## src/sv/dld_ram.sv

```systemverilog
// Generic single-write, single-read RAM with registered read data.
module dld_ram #(
	parameter int WIDTH = 8,
	parameter int DEPTH = 64
) (
	input  logic                                  clk,
	input  logic                                  we,
	input  logic [(DEPTH > 1 ? $clog2(DEPTH) : 1)-1:0] waddr,
	input  logic [WIDTH-1:0]                      wdata,
	input  logic [(DEPTH > 1 ? $clog2(DEPTH) : 1)-1:0] raddr,
	output logic [WIDTH-1:0]                      rdata
);
	logic [WIDTH-1:0] mem [DEPTH];

	always_ff @(posedge clk) begin
		if (we) begin
			mem[waddr] <= wdata;
		end
		rdata <= mem[raddr];
	end
endmodule

```

## config.mk

```make
export PLATFORM = sky130hd
export DESIGN_NAME = dld_ram
export DESIGN_NICKNAME = d
export VERILOG_FILES = /design/src/sv/dld_ram.sv
export SDC_FILE = /design/constraint.sdc
export NUM_CORES = 1
export LEC_CHECK = 0
export BUFFER_PORTS_ARGS = -buffer_cell sky130_fd_sc_hd__buf_2
export CAP_MARGIN = 40
export CORE_MARGIN = 2
export CORE_UTILIZATION = 31
export CTS_BUF_LIST = sky130_fd_sc_hd__clkbuf_8
export CTS_CLUSTER_SIZE = 10
export DETAILED_ROUTE_END_ITERATION = 7
export HOLD_SLACK_MARGIN = 0.08
export SYNTH_ARGS = -nofsm -noshare
export SYNTH_HDL_FRONTEND = slang
export SYNTH_SLANG_ARGS = --single-unit
export TNS_END_PERCENT = 50
```

## constraint.sdc

```tcl
create_clock -name clk -period 3.39 [get_ports clk]
set_clock_uncertainty 0.05 [all_clocks]
set_input_delay 0.1695 -clock clk [delete_from_list [all_inputs] [get_ports clk]]
set_output_delay 0.1695 -clock clk [all_outputs]
set_load 0.03 [all_outputs]
```

==> results <==
- In the final design database the tool counted ~1100 nets.
- The global route total overflow is 0.
- The repair_antennas step left the layout with diodes totalling 0.
- The area added between synthesis and finish is 15.5%.
- The latest clock arrival within the worst-skew pair is between 600 and 700 ps.
- The initial utilization of the core area, before any placement, comes to 31.3%.
- For this run, design rule violations remaining after detail routing come to 0.
- The count of buffers added by post-CTS timing repair for setup is 0.
- Setup repair after global routing left no endpoint under its margin.
- The maximum clock path buffer count is 3.
- The final route contains around 10000 vias.
- The number of filler cells placed in the layout is between 5000 and 6000.
- The clock transition time at the flip-flop clock pins of the worst setup and hold paths is approximately 60 ps.
- The number of antenna violations at the first check in global routing is 6.
- The die is ~260 µm wide.
- After floorplanning, the core was sized to cover 64300 µm².
- The total CTS buffers is slightly above 80.
- The worst setup path is launched from a flip-flop.
- The detail route stage leaves a number of antenna-violating nets equal to 0.
- The row count is between 90 and 100.
- In the synthesized netlist the dominant register cell turns out to be sky130_fd_sc_hd__edfxtp_1.
- Traced cell by cell, the critical path runs through mux4_2 -> mux2_2 -> o221a_2 -> nor3_1 -> o32ai_1.
- The final hold slack is 127 ps.
- The flow ran to the end, and the final reports show no timing, DRC or antenna violations.
- The count of endpoints failing setup in the final report is 0.
- The average instance in the mapped netlist occupies approximately 21 µm².
- The synthesized netlist cell count is 940.
- After detailed routing, the average wire length per cell comes to about 23 µm.
- The ratio of cells with drive above 1 in the final layout is 29.5%.
- The worst setup path category is reg2reg.
- The area of the multi-input gates is 4320 µm².
- The maximum number of pins on one net before global-route repair is 48.
- The worst hold path belongs to the class in2reg.
- The maximum level of the CTS H-tree is 3.
- The synthesis warning total is 0.
- The final weighted congestion of routability-driven global placement is roughly 0.8.
- Headroom to the max-slew limit came out at around 39%.
- Clock tree synthesis found a total of 520 sinks.
- The total negative slack is 0 ps.
- The period utilization is approximately 69%.
- In the layout the commonest cells are 512 x sky130_fd_sc_hd__edfxtp_1, 126 x sky130_fd_sc_hd__mux4_2, 85 x sky130_fd_sc_hd__clkbuf_8, 83 x sky130_fd_sc_hd__nor2_1, 64 x sky130_fd_sc_hd__buf_4.
- The maximum fanout along the worst path is 1.
- The total iterations of the first detailed-routing run is 5.
- During I/O placement, the number of pins put on the boundary was 30.
- The flip-flop and latch count after synthesis is between 500 and 600.
- The buffer cell driving the clock tree root is sky130_fd_sc_hd__clkbuf_8.
- Derived from the worst setup path, the maximum achievable clock frequency is around 0.43 GHz.
- The minimum clock period after layout is ~2300 ps.
- The most common library cell in the layout ignoring fill and taps is sky130_fd_sc_hd__edfxtp_1.
- The net count after synthesis is approximately 960.
- The number of input and output port buffers inserted is 29.
- Global routing consumed, over all layers together, between 10 and 15% of the routing resources.
- The type of destination of the critical path is a flip-flop.
- The final number of hold-violating endpoints is 0.
- Across the run, the number of max-cap violations was 0.
- The die is 259 µm tall.
- The number of pins with negative max-slew slack in the final report came to 0.
- In this design, the stage delay of the slowest critical-path cell is approximately 520 ps.
- Among all stages on the critical path, the largest delay is contributed by sky130_fd_sc_hd__nor3_1.
- Total power for the finished layout comes to roughly 13 mW.
- Summing the sequential cell areas from Yosys gives between 70% and 80% of the chip area.
- Yosys mapped the design onto 40 distinct sky130hd cell types.
- The largest vdd supply drop is 293 µV.
- The fraction of registers with async set/reset is 0%.
- The critical path arrival is about 2800 ps.
- The power density relative to cell area is ~540 nW/µm².
- In this run, the number of DRC markers left after iteration 0 of detailed routing was ~1100.
- The leakage power is between 7 and 8 nW.
- The wire length of the first global-routing pass is 69500 µm.
- The synthesized netlist occupies a cell area of between 20000 and 25000 µm².
- After legalization and detailed placement, the total HPWL measured roughly 29000 µm.
- Across the whole layout, storage elements account for between 15000 and 20000 µm².
- The via count of the first global-routing pass is 10286.
- The CTS tree is yes.
- Data on the critical path is required at its endpoint by ~3800 ps.
- The detailed-route vias per instance is between 5 and 6.
- The transition time at the pin with the least slew margin is a little over 900 ps.
- Counting flops with a built-in enable in the synthesized netlist gives 512.
- The final layout contains routed wiring with a total length of between 40000 and 50000 µm.
- The die covers between 60000 and 70000 µm².
synth_stat cells, drive strengths merged (4+ instances only):
| cell type | instances | area (µm²) |
|---|---|---|
| o21ai | 4 | 20.0 |
| o221ai | 8 | 70.1 |
| nand3 | 13 | 65.1 |
| mux2i | 23 | 230 |
| nor2 | 83 | 312 |
| dfxtp | 8 | 160 |
| a211oi | 4 | 30.0 |
| nand2 | 19 | 71.3 |
| mux2 | 13 | 146 |
| nor3 | 7 | 35.0 |
| buf | 34 | 253 |
| nor2b | 14 | 87.6 |
| clkbuf | 17 | 63.8 |
| nand2b | 7 | 43.8 |
| o22ai | 8 | 50.1 |
| edfxtp | 512 | 15400 |
| a221oi | 6 | 52.6 |
| mux4 | 126 | 2840 |
layer usage:
layer,GRT usage [%],vias to the layer above,share of wire [%]
li1,-,4243,-
met1,20.5,5353,44
met2,21.4,402,46
met3,3.34,74,7.6
met4,3.61,6,1.9
met5,0,-,0.068
where the power goes:
group | switching (mW) | internal [mW] | leakage [nW] | total (mW)
clock | 2.44 | 2.39 | 0.816 | 4.83
sequential | 0.0292 | 7.12 | 4.67 | 7.15
combinational | 0.438 | 0.273 | 1.85 | 0.711
total | 2.91 | 9.78 | 7.34 | 12.7
area by class of cell:
cell class	instances	share of cell area (%)
repair buffers	112	3.93
multi-input cells	369	18.5
flip-flops and latches	520	66.7
well taps	855	4.59
clock buffers	84	4.96
clock inverters	65	1.32
final timing paths:
check                                 from        to  cells after the start  slack, ps
worst max-delay path            mem[28][4]  rdata[4]                      5       1050
worst min register to register  mem[35][0]  rdata[0]                      4        800
worst min-delay path              raddr[4]  rdata[6]                      4        130
worst max register to register  mem[28][4]  rdata[4]                      5       1050
sequential cells by signal, indices dropped and copies added, names as in the netlist:
signal	flops
mem	512
rdata	8
cell families after synthesis:
group | synth area share, %
buffers and inverters | 1.57
muxes | 15.9
and+or+nand+nor | 3.39
DFF | 77.0
AOI/OAI and AO/OA | 2.07
worst max-delay path, delay by kind of cell, from the launching register on:
family / cells / cell delay [ps]
AO/OA/AOI/OAI: 2 / 470
flip-flops: 1 / 370
multiplexers: 2 / 770
AND/OR/NAND/NOR: 1 / 520
metrics by stage:
step / cells / utilization (%) / area (µm²) / worst slack, ps
after floorplan: 940 / - / 20200 / 1500
after global placement: 1832 / 33.5 / 21600 / 631
after detailed placement: 1843 / 33.7 / 21700 / 630
after CTS: 2005 / 36.2 / 23300 / 1130
after global routing: 2005 / 36.2 / 23300 / 1010
final: 2005 / 36.2 / 23300 / 1050
timing repair:
item	in CTS	in global routing
hold endpoints to repair	232	0
gates resized for setup	0	0
hold buffers	13	0
No activity file was read; power rests on OpenSTA's default activity.
